===== src/hdl/itrt_pkg.sv =====
// itrt_pkg: shared widths, result codes, command/status structs and the
// digit-to-character function for the integer to radix text converter
// no dependencies

package itrt_pkg;

    // field widths
    localparam int VALUE_W  = 64;
    localparam int RADIX_W  = 6;
    localparam int BSZ_W    = 7;
    localparam int CHAR_W   = 7;
    localparam int STATUS_W = 2;
    localparam int DIGIT_W  = 6;

    // long division: quotient bits resolved per cycle
    localparam int BITS_PER_CYCLE = 8;
    localparam int DIV_CYCLES     = VALUE_W / BITS_PER_CYCLE;
    localparam int DIV_CNT_W      = $clog2(DIV_CYCLES);

    // limits and reset values
    localparam int DEFAULT_MAX_DIGITS = 64;
    localparam logic [RADIX_W-1:0] RADIX_MAX = 6'd62;
    localparam logic [BSZ_W-1:0]   BSZ_RESET = 7'd65;

    // result status codes
    localparam logic [STATUS_W-1:0] ST_DIGIT  = 2'd0;
    localparam logic [STATUS_W-1:0] ST_EMPTY  = 2'd1;
    localparam logic [STATUS_W-1:0] ST_REJECT = 2'd2;

    // commands from controller to datapath
    typedef struct packed {
        logic start_conv;       // load value and radix, clear digit count
        logic take_special;     // latch rejected / empty code
        logic div_step;         // one long-division step
        logic rd_issue;         // read digit store at current read index
        logic out_load_digit;   // load output register with a digit
        logic out_load_special; // load output register with special code
    } cmd_t;

    // status from datapath to controller
    typedef struct packed {
        logic arg_reject;   // radix or buffer size rejected
        logic arg_empty;    // buffer holds only the terminator
        logic div_last;     // last cycle of the current digit
        logic conv_more;    // another digit follows this one
        logic rd_last;      // read index at least significant end
        logic out_free;     // output register can take a result
    } stat_t;

    // digit value to ascii: 0-9, A-Z, a-z
    function automatic logic [CHAR_W-1:0] digit_to_char(input logic [DIGIT_W-1:0] d);
        logic [CHAR_W-1:0] dx;
        logic [CHAR_W-1:0] ch;
        dx = {1'b0, d};
        if (d < 6'd10)
            ch = 7'd48 + dx;
        else if (d < 6'd36)
            ch = 7'd55 + dx;
        else if (d < 6'd62)
            ch = 7'd61 + dx;
        else
            ch = '0;
        return ch;
    endfunction

endpackage


===== src/hdl/integer_to_radix_text.sv =====
// integer_to_radix_text: top level joining the controller and the datapath
// depends on itrt_pkg, itrt_ctrl, itrt_dp (and through it itrt_ram)
//
//  channel  | direction | handshake            | payload
//  ---------+-----------+----------------------+----------------------------
//  in       | input     | in_valid / in_stall  | value, radix
//  out      | output    | out_valid / out_stall| digit_char, last, status
//  cfg      | input     | cfg_valid / cfg_ready| cfg_data (buffer_size)
//
// each digit is worked out by the long divider (8 quotient bits a cycle
// over the 64-bit value); the digits then leave, most significant first,
// through the digit store's registered read port
// rejected and empty-string items bypass the divider and the digit store
// reset clears control state and sets buffer_size to 65; no clearing pass
// output stalls hold the emit sequence; the input is stalled until the last
// result of the item is in the output register

module integer_to_radix_text #(
    parameter int MAX_DIGITS = itrt_pkg::DEFAULT_MAX_DIGITS
) (
    input  logic                             clk,
    input  logic                             rst_n,
    input  logic                             in_valid,
    output logic                             in_stall,
    input  logic [itrt_pkg::VALUE_W-1:0]     value,
    input  logic [itrt_pkg::RADIX_W-1:0]     radix,
    output logic                             out_valid,
    input  logic                             out_stall,
    output logic [itrt_pkg::CHAR_W-1:0]      digit_char,
    output logic                             last,
    output logic [itrt_pkg::STATUS_W-1:0]    status,
    input  logic                             cfg_valid,
    output logic                             cfg_ready,
    input  logic [itrt_pkg::BSZ_W-1:0]       cfg_data
);

    import itrt_pkg::*;

    cmd_t  cmd;
    stat_t stat;

    // register writes are always taken
    assign cfg_ready = 1'b1;

    itrt_ctrl u_ctrl (
        .clk      (clk),
        .rst_n    (rst_n),
        .in_valid (in_valid),
        .in_stall (in_stall),
        .stat     (stat),
        .cmd      (cmd)
    );

    itrt_dp #(
        .MAX_DIGITS (MAX_DIGITS)
    ) u_dp (
        .clk        (clk),
        .rst_n      (rst_n),
        .cmd        (cmd),
        .stat       (stat),
        .value      (value),
        .radix      (radix),
        .cfg_valid  (cfg_valid && cfg_ready),
        .cfg_data   (cfg_data),
        .out_valid  (out_valid),
        .out_stall  (out_stall),
        .digit_char (digit_char),
        .last       (last),
        .status     (status)
    );

    // an accepted item closes the input until it is done
    a_busy_after_accept: assert property (@(posedge clk) disable iff (!rst_n)
        (in_valid && !in_stall) |=> in_stall)
        else $error("input not stalled after a transfer");

    // a pending result is never overwritten
    a_no_overwrite: assert property (@(posedge clk) disable iff (!rst_n)
        (cmd.out_load_digit || cmd.out_load_special) |-> stat.out_free)
        else $error("output register loaded while occupied");

    // dividing and emitting never overlap
    a_phase_excl: assert property (@(posedge clk) disable iff (!rst_n)
        !(cmd.div_step && (cmd.rd_issue || cmd.out_load_digit)))
        else $error("divider and emit sequence active together");

endmodule


===== src/hdl/itrt_ram.sv =====
// itrt_ram: generic single-write, single-read ram with registered read data
// depends on nothing

module itrt_ram #(
    parameter int WIDTH = 6,
    parameter int DEPTH = 64
) (
    input  logic                     clk,
    input  logic                     we,
    input  logic [$clog2(DEPTH)-1:0] waddr,
    input  logic [WIDTH-1:0]         wdata,
    input  logic                     re,
    input  logic [$clog2(DEPTH)-1:0] raddr,
    output logic [WIDTH-1:0]         rdata
);

    logic [WIDTH-1:0] mem [DEPTH];
    logic [WIDTH-1:0] rdata_reg;

    // write port
    always_ff @(posedge clk)
    begin
        if (we)
            mem[waddr] <= wdata;
    end

    // registered read port
    always_ff @(posedge clk)
    begin
        if (re)
            rdata_reg <= mem[raddr];
    end

    assign rdata = rdata_reg;

endmodule


===== src/hdl/itrt_ctrl.sv =====
// itrt_ctrl: sequencing state machine for the converter
// depends on itrt_pkg (cmd_t, stat_t)

module itrt_ctrl (
    input  logic          clk,
    input  logic          rst_n,
    input  logic          in_valid,
    output logic          in_stall,
    input  itrt_pkg::stat_t stat,
    output itrt_pkg::cmd_t  cmd
);

    import itrt_pkg::*;

    localparam logic [2:0] S_IDLE    = 3'd0;
    localparam logic [2:0] S_DIVIDE  = 3'd1;
    localparam logic [2:0] S_EMIT_RD = 3'd2;
    localparam logic [2:0] S_EMIT_LD = 3'd3;
    localparam logic [2:0] S_SPECIAL = 3'd4;

    logic [2:0] state_reg;
    logic [2:0] state_next;

    // input side open only between conversions
    assign in_stall = (state_reg != S_IDLE);

    // next state and commands
    always_comb
    begin
        state_next = state_reg;
        cmd        = '0;
        unique case (state_reg)
            S_IDLE:
            begin
                if (in_valid)
                begin
                    if (stat.arg_reject || stat.arg_empty)
                    begin
                        cmd.take_special = 1'b1;
                        state_next       = S_SPECIAL;
                    end
                    else
                    begin
                        cmd.start_conv = 1'b1;
                        state_next     = S_DIVIDE;
                    end
                end
            end
            S_DIVIDE:
            begin
                cmd.div_step = 1'b1;
                if (stat.div_last && !stat.conv_more)
                    state_next = S_EMIT_RD;
            end
            S_EMIT_RD:
            begin
                cmd.rd_issue = 1'b1;
                state_next   = S_EMIT_LD;
            end
            S_EMIT_LD:
            begin
                if (stat.out_free)
                begin
                    cmd.out_load_digit = 1'b1;
                    state_next         = stat.rd_last ? S_IDLE : S_EMIT_RD;
                end
            end
            S_SPECIAL:
            begin
                if (stat.out_free)
                begin
                    cmd.out_load_special = 1'b1;
                    state_next           = S_IDLE;
                end
            end
            default:
            begin
                state_next = S_IDLE;
            end
        endcase
    end

    // state register
    always_ff @(posedge clk or negedge rst_n)
    begin
        if (!rst_n)
            state_reg <= S_IDLE;
        else
            state_reg <= state_next;
    end

endmodule


===== src/hdl/itrt_dp.sv =====
// itrt_dp: datapath with buffer size register, long divider, digit store
// and output register; depends on itrt_pkg and itrt_ram

module itrt_dp #(
    parameter int MAX_DIGITS = itrt_pkg::DEFAULT_MAX_DIGITS
) (
    input  logic                             clk,
    input  logic                             rst_n,
    input  itrt_pkg::cmd_t                   cmd,
    output itrt_pkg::stat_t                  stat,
    input  logic [itrt_pkg::VALUE_W-1:0]     value,
    input  logic [itrt_pkg::RADIX_W-1:0]     radix,
    input  logic                             cfg_valid,
    input  logic [itrt_pkg::BSZ_W-1:0]       cfg_data,
    output logic                             out_valid,
    input  logic                             out_stall,
    output logic [itrt_pkg::CHAR_W-1:0]      digit_char,
    output logic                             last,
    output logic [itrt_pkg::STATUS_W-1:0]    status
);

    import itrt_pkg::*;

    localparam int ADDR_W = $clog2(MAX_DIGITS);
    localparam int CNT_W  = $clog2(MAX_DIGITS + 1);

    logic [BSZ_W-1:0]     bsz_reg;
    logic [VALUE_W-1:0]   quot_reg;
    logic [VALUE_W-1:0]   quot_next;
    logic [DIGIT_W-1:0]   rem_reg;
    logic [DIGIT_W-1:0]   rem_next;
    logic [RADIX_W-1:0]   radix_reg;
    logic [DIV_CNT_W-1:0] step_reg;
    logic [CNT_W-1:0]     count_reg;
    logic [CNT_W-1:0]     count_inc;
    logic [CNT_W-1:0]     limit_reg;
    logic [CNT_W-1:0]     limit_next;
    logic [BSZ_W-1:0]     bsz_less;
    logic [ADDR_W-1:0]    rd_idx_reg;
    logic [STATUS_W-1:0]  spec_reg;
    logic                 out_valid_reg;
    logic [CHAR_W-1:0]    char_reg;
    logic                 last_reg;
    logic [STATUS_W-1:0]  status_reg;
    logic [DIGIT_W-1:0]   ram_rdata;
    logic                 digit_wr;

    // argument checks on the offered item
    assign stat.arg_reject = (radix == '0) || (radix > RADIX_MAX) || (bsz_reg == '0);
    assign stat.arg_empty  = (bsz_reg == 7'd1);

    // digit limit: buffer size less one, saturated at the store depth
    assign bsz_less   = bsz_reg - 7'd1;
    assign limit_next = (bsz_less > BSZ_W'(MAX_DIGITS)) ? CNT_W'(MAX_DIGITS)
                                                        : CNT_W'(bsz_less);

    // restoring division, several quotient bits per cycle
    always_comb
    begin
        logic [DIGIT_W:0]          trial;
        logic [DIGIT_W-1:0]        r;
        logic [BITS_PER_CYCLE-1:0] qb;
        r  = rem_reg;
        qb = '0;
        for (int k = 0; k < BITS_PER_CYCLE; k++)
        begin
            trial = {r, quot_reg[VALUE_W-1-k]};
            if (trial >= {1'b0, radix_reg})
            begin
                r                       = DIGIT_W'(trial - {1'b0, radix_reg});
                qb[BITS_PER_CYCLE-1-k]  = 1'b1;
            end
            else
            begin
                r = trial[DIGIT_W-1:0];
            end
        end
        rem_next  = r;
        quot_next = {quot_reg[VALUE_W-BITS_PER_CYCLE-1:0], qb};
    end

    assign count_inc      = count_reg + CNT_W'(1);
    assign stat.div_last  = (step_reg == DIV_CNT_W'(DIV_CYCLES - 1));
    assign stat.conv_more = (count_inc < limit_reg) && (quot_next != '0);
    assign stat.rd_last   = (rd_idx_reg == '0);
    assign stat.out_free  = !out_valid_reg || !out_stall;
    assign digit_wr       = cmd.div_step && stat.div_last;

    // configuration register
    always_ff @(posedge clk or negedge rst_n)
    begin
        if (!rst_n)
            bsz_reg <= BSZ_RESET;
        else if (cfg_valid)
            bsz_reg <= cfg_data;
    end

    // divider and digit counting
    always_ff @(posedge clk or negedge rst_n)
    begin
        if (!rst_n)
        begin
            quot_reg  <= '0;
            rem_reg   <= '0;
            step_reg  <= '0;
            count_reg <= '0;
        end
        else if (cmd.start_conv)
        begin
            quot_reg  <= value;
            rem_reg   <= '0;
            step_reg  <= '0;
            count_reg <= '0;
        end
        else if (cmd.div_step)
        begin
            quot_reg <= quot_next;
            step_reg <= step_reg + DIV_CNT_W'(1);
            if (stat.div_last)
            begin
                rem_reg   <= '0;
                count_reg <= count_inc;
            end
            else
            begin
                rem_reg <= rem_next;
            end
        end
    end

    // conversion arguments, special code and read index
    always_ff @(posedge clk)
    begin
        if (cmd.start_conv)
        begin
            radix_reg <= radix;
            limit_reg <= limit_next;
        end
        if (cmd.take_special)
            spec_reg <= stat.arg_reject ? ST_REJECT : ST_EMPTY;
        if (digit_wr && !stat.conv_more)
            rd_idx_reg <= count_reg[ADDR_W-1:0];
        else if (cmd.out_load_digit && !stat.rd_last)
            rd_idx_reg <= rd_idx_reg - ADDR_W'(1);
    end

    // digit store
    itrt_ram #(
        .WIDTH (DIGIT_W),
        .DEPTH (MAX_DIGITS)
    ) u_store (
        .clk   (clk),
        .we    (digit_wr),
        .waddr (count_reg[ADDR_W-1:0]),
        .wdata (rem_next),
        .re    (cmd.rd_issue),
        .raddr (rd_idx_reg),
        .rdata (ram_rdata)
    );

    // output register valid
    always_ff @(posedge clk or negedge rst_n)
    begin
        if (!rst_n)
            out_valid_reg <= 1'b0;
        else if (cmd.out_load_digit || cmd.out_load_special)
            out_valid_reg <= 1'b1;
        else if (!out_stall)
            out_valid_reg <= 1'b0;
    end

    // output register payload
    always_ff @(posedge clk)
    begin
        if (cmd.out_load_digit)
        begin
            char_reg   <= digit_to_char(ram_rdata);
            last_reg   <= stat.rd_last;
            status_reg <= ST_DIGIT;
        end
        else if (cmd.out_load_special)
        begin
            char_reg   <= '0;
            last_reg   <= 1'b1;
            status_reg <= spec_reg;
        end
    end

    assign out_valid  = out_valid_reg;
    assign digit_char = char_reg;
    assign last       = last_reg;
    assign status     = status_reg;

endmodule


===== config.mk =====
export PLATFORM = sky130hd
export DESIGN_NAME = integer_to_radix_text
export DESIGN_NICKNAME = d
export VERILOG_FILES = /design/src/hdl/itrt_pkg.sv /design/src/hdl/integer_to_radix_text.sv /design/src/hdl/itrt_ram.sv /design/src/hdl/itrt_ctrl.sv /design/src/hdl/itrt_dp.sv
export SDC_FILE = /design/constraint.sdc
export NUM_CORES = 1
export LEC_CHECK = 0
export BUFFER_PORTS_ARGS = -buffer_cell sky130_fd_sc_hd__buf_2
export CAP_MARGIN = 40
export CORE_ASPECT_RATIO = 0.8
export CORE_MARGIN = 1
export CORE_UTILIZATION = 55
export CTS_BUF_LIST = sky130_fd_sc_hd__clkbuf_2
export CTS_CLUSTER_DIAMETER = 50
export CTS_CLUSTER_SIZE = 14
export DETAILED_ROUTE_END_ITERATION = 16
export PLACE_DENSITY = 0.77
export SKIP_CTS_REPAIR_TIMING = 1
export SYNTH_ARGS = -nofsm -noshare
export SYNTH_HDL_FRONTEND = slang
export SYNTH_SLANG_ARGS = --single-unit

===== constraint.sdc =====
create_clock -name clk -period 48.3 [get_ports clk]
set_clock_uncertainty 0.2 [all_clocks]
set_input_delay 4.83 -clock clk [delete_from_list [all_inputs] [get_ports clk]]
set_output_delay 4.83 -clock clk [all_outputs]
set_load 0.03 [all_outputs]

==> impl_metrics.toml <==
[status]
status = "finished, final reports clean"

[yosys]
ys_seq_elements = 512
synthAdderAreaFrac_pct = 4.12
yosysSeqAreaShare_pct = 62.3
synthesis.area_um2 = 23900
synth_xor_area_share_pct = 1.47
synth_top_family_by_area = "multiplexers"
synth_compound_area_share_pct = 8.10
synth_edf_count = 419
syn_area_per_cell_um2 = 14.8
ys_types = 93
ys.flop_type = "edfxtp_1"
synthMuxAreaShare_pct = 13.5
syn-num-nets = 1773
synth_warnings = 0
syn_inst = 1617
synthSimpleGateAreaFrac_pct = 8.26
async_flop_share_pct = 17.8

[clock_tree]
insertion_delay_ps = 990
clockBufferDepth = 3
cts_buffers = 45
clockRootBuffer = "clkbuf_2"
cts_sinks = 512
clk_pin_slew_ps = 230
cts_tree = "built"
htree_levels = 2

[worst_setup_path]
worstPathMaxFanout = 65
cp-end-kind = "flip-flop"
timing.critical_path.arrival_ps = 20680
crit_family = "compound AO/OA/AOI/OAI gates"
reg2reg_from = "u_dp.radix_reg[1]"
worst_ep_required_time_ps = 48720
crit_slowest_cell = "edfxtp_1"
critPathLaunchType = "flip-flop"
timing.critical_path.mode_cell = "ha_1"
cp_num_buf_inv = 6
rr_endpoint = "u_dp.u_store.mem[46][0]"
critPathMaxStageDelay_ps = 850
ff2ff_setup_slack_ps = 28050
r2r_cells = 79
crit_type = "flip-flop to flip-flop"

[routing]
drc_errors = 0
drt_wl_total_um = 54700
wl_per_cell_um = 24.0
vias = 14448
drt_first_pass_iters = 5
drt_iter0_drc = 1551
ant_nets = 0
vias_per_cell = 6.35

[global_route]
grt_max_degree = 87
grt_antenna_before_repair = 5
track_usage_pct = 25.1
overflow = 0
grt_pass1_wl_um = 84600
grt_pass1_vias = 14265

[final_layout]
syn_to_final_growth_pct = 6.46
layout_commonest_cell = "edfxtp_1"
largest_register_ffs = 384
final_layout_size_suffix_gt1_share_pct = 21.4
finalNonFillerCells = 2277
nNetsFinal = 1854
seq_area_um2 = 14900
mostFrequentLayoutCells = "419 x edfxtp_1, 186 x nand2_1, 126 x mux4_2"
fillers = 3123
multi_input_area_um2 = 8510

[floorplanning]
design.die.area_um2 = 44300
io_pins = 95
core_area_um2 = 42300
dieWidth_um = 235
start_util_pct = 56.5
placementRows = 67
die_h_um = 189

[sta]
tns_ps = 0
slew_headroom_pct = 38.8
slew_viol_final = 0
rsz0062_at_grt = "no"
finalHoldViolations = 0
fin_hold_ws_ps = 308
worstMarginPinSlew_ps = 906
fmax_mhz = 49.4
setup_viol = 0
fin_crit_ps = 20250
period_share_pct = 41.9

[placement]
portBuffers = 93
place_congestion = 0.958
dp_hpwl_um = 37600
dpl.cell_count = 2203

[min_path]
hp-class = "flip-flop to flip-flop"
hold_start = "u_dp.quot_reg[58]"
hold_end = "u_dp.quot_reg[58]"
whs_path_depth = 2

[job]
drv_cap = 0
## synthesized netlist by cell type (3+ instances only)
cell	number	share of area, %
or3_1	3	0.078
fa_1	8	0.67
nand3b_1	3	0.094
nor2b_1	15	0.39
nand2b_1	13	0.34
xor2_1	18	0.66
nand4_1	9	0.24
and3_1	8	0.21
mux2i_1	11	0.46
buf_1	16	0.25
clkbuf_1	56	0.88
nand2_1	186	2.9
o21ai_1	4	0.084
a21o_1	13	0.41
a211oi_1	11	0.35
o31a_1	3	0.11
nor4_1	17	0.44
edfxtp_1	419	53
a31oi_1	4	0.10
nor2_1	119	1.9
mux2_2	13	0.61
xnor2_1	22	0.81
a21oi_1	34	0.71
buf_4	3	0.094
mux2_4	7	0.44
o21ai_2	3	0.11
o211ai_1	3	0.094
dfrtp_1	89	9.3
o221ai_1	3	0.11
a22o_1	7	0.26
and2_1	7	0.18
inv_1	59	0.93
o21ai_0	49	1.0
nand3_1	16	0.33
nor3_1	16	0.33
and4_1	4	0.15
or2_2	4	0.10
o21a_1	11	0.35
mux4_2	126	12
a21boi_0	5	0.16
o31ai_1	3	0.094
ha_1	66	3.5
a22oi_1	65	2.0
## worst max-delay path by stage
stage	start	end	depth (start not counted)
floorplan	u_dp.radix_reg[1]	u_dp.u_store.mem[0][0]	82
global placement	u_dp.radix_reg[1]	u_dp.u_store.mem[24][2]	78
detailed placement	u_dp.radix_reg[1]	u_dp.rd_idx_reg[4]	80
CTS	u_dp.radix_reg[1]	u_dp.u_store.mem[45][0]	79
global route	u_dp.radix_reg[1]	u_dp.u_store.mem[34][0]	80
finish	u_dp.radix_reg[1]	u_dp.u_store.mem[46][0]	79
## stage by stage
stage,setup slack [ps],cell area [um2],util (%)
after global placement,29110,24900,58.8
after CTS,28390,25400,60.1
after global routing,26690,25500,60.1
after floorplan,30250,23900,-
after detailed placement,28480,25000,59.1
final,28050,25500,60.1
## worst min-delay path, stage by stage, from the launching register on
cell and delay (ps):
dfrtp_1 390, nand2_1 50, nand2_1 60
## area by class of cell
cell class	instances	share of cell area, %
sequential	512	58.5
multi-input combinational	968	33.4
tap	552	2.71
timing repair buffer	112	2.70
clock buffer	56	1.10
inverter	59	0.870
clock inverter	14	0.600
antenna	4	0.0393
## routing by layer
metal  vias to the layer above  share of wire, %  global-route usage, %
li1                       6405                 -                      -
met1                      7365                44                   37.9
met2                       593                45                   37.1
met3                        83               9.0                   5.92
met4                         2               1.9                   5.87
met5                         -             0.018                      0
## kinds of logic (layout without fill, tap and decap cells)
family,after synthesis,in the layout
DFF,512,512
and+or+nand+nor,436,436
AOI/OAI and AO/OA,258,258
muxes,159,159
buffers and inverters,137,241
adders and majority gates,74,74
xor gates and xnor gates,40,40
other,1,5
Power is left out: the tool's default activity adds up to more than one toggle a clock period on the data nets, which glitch-free logic cannot reach.
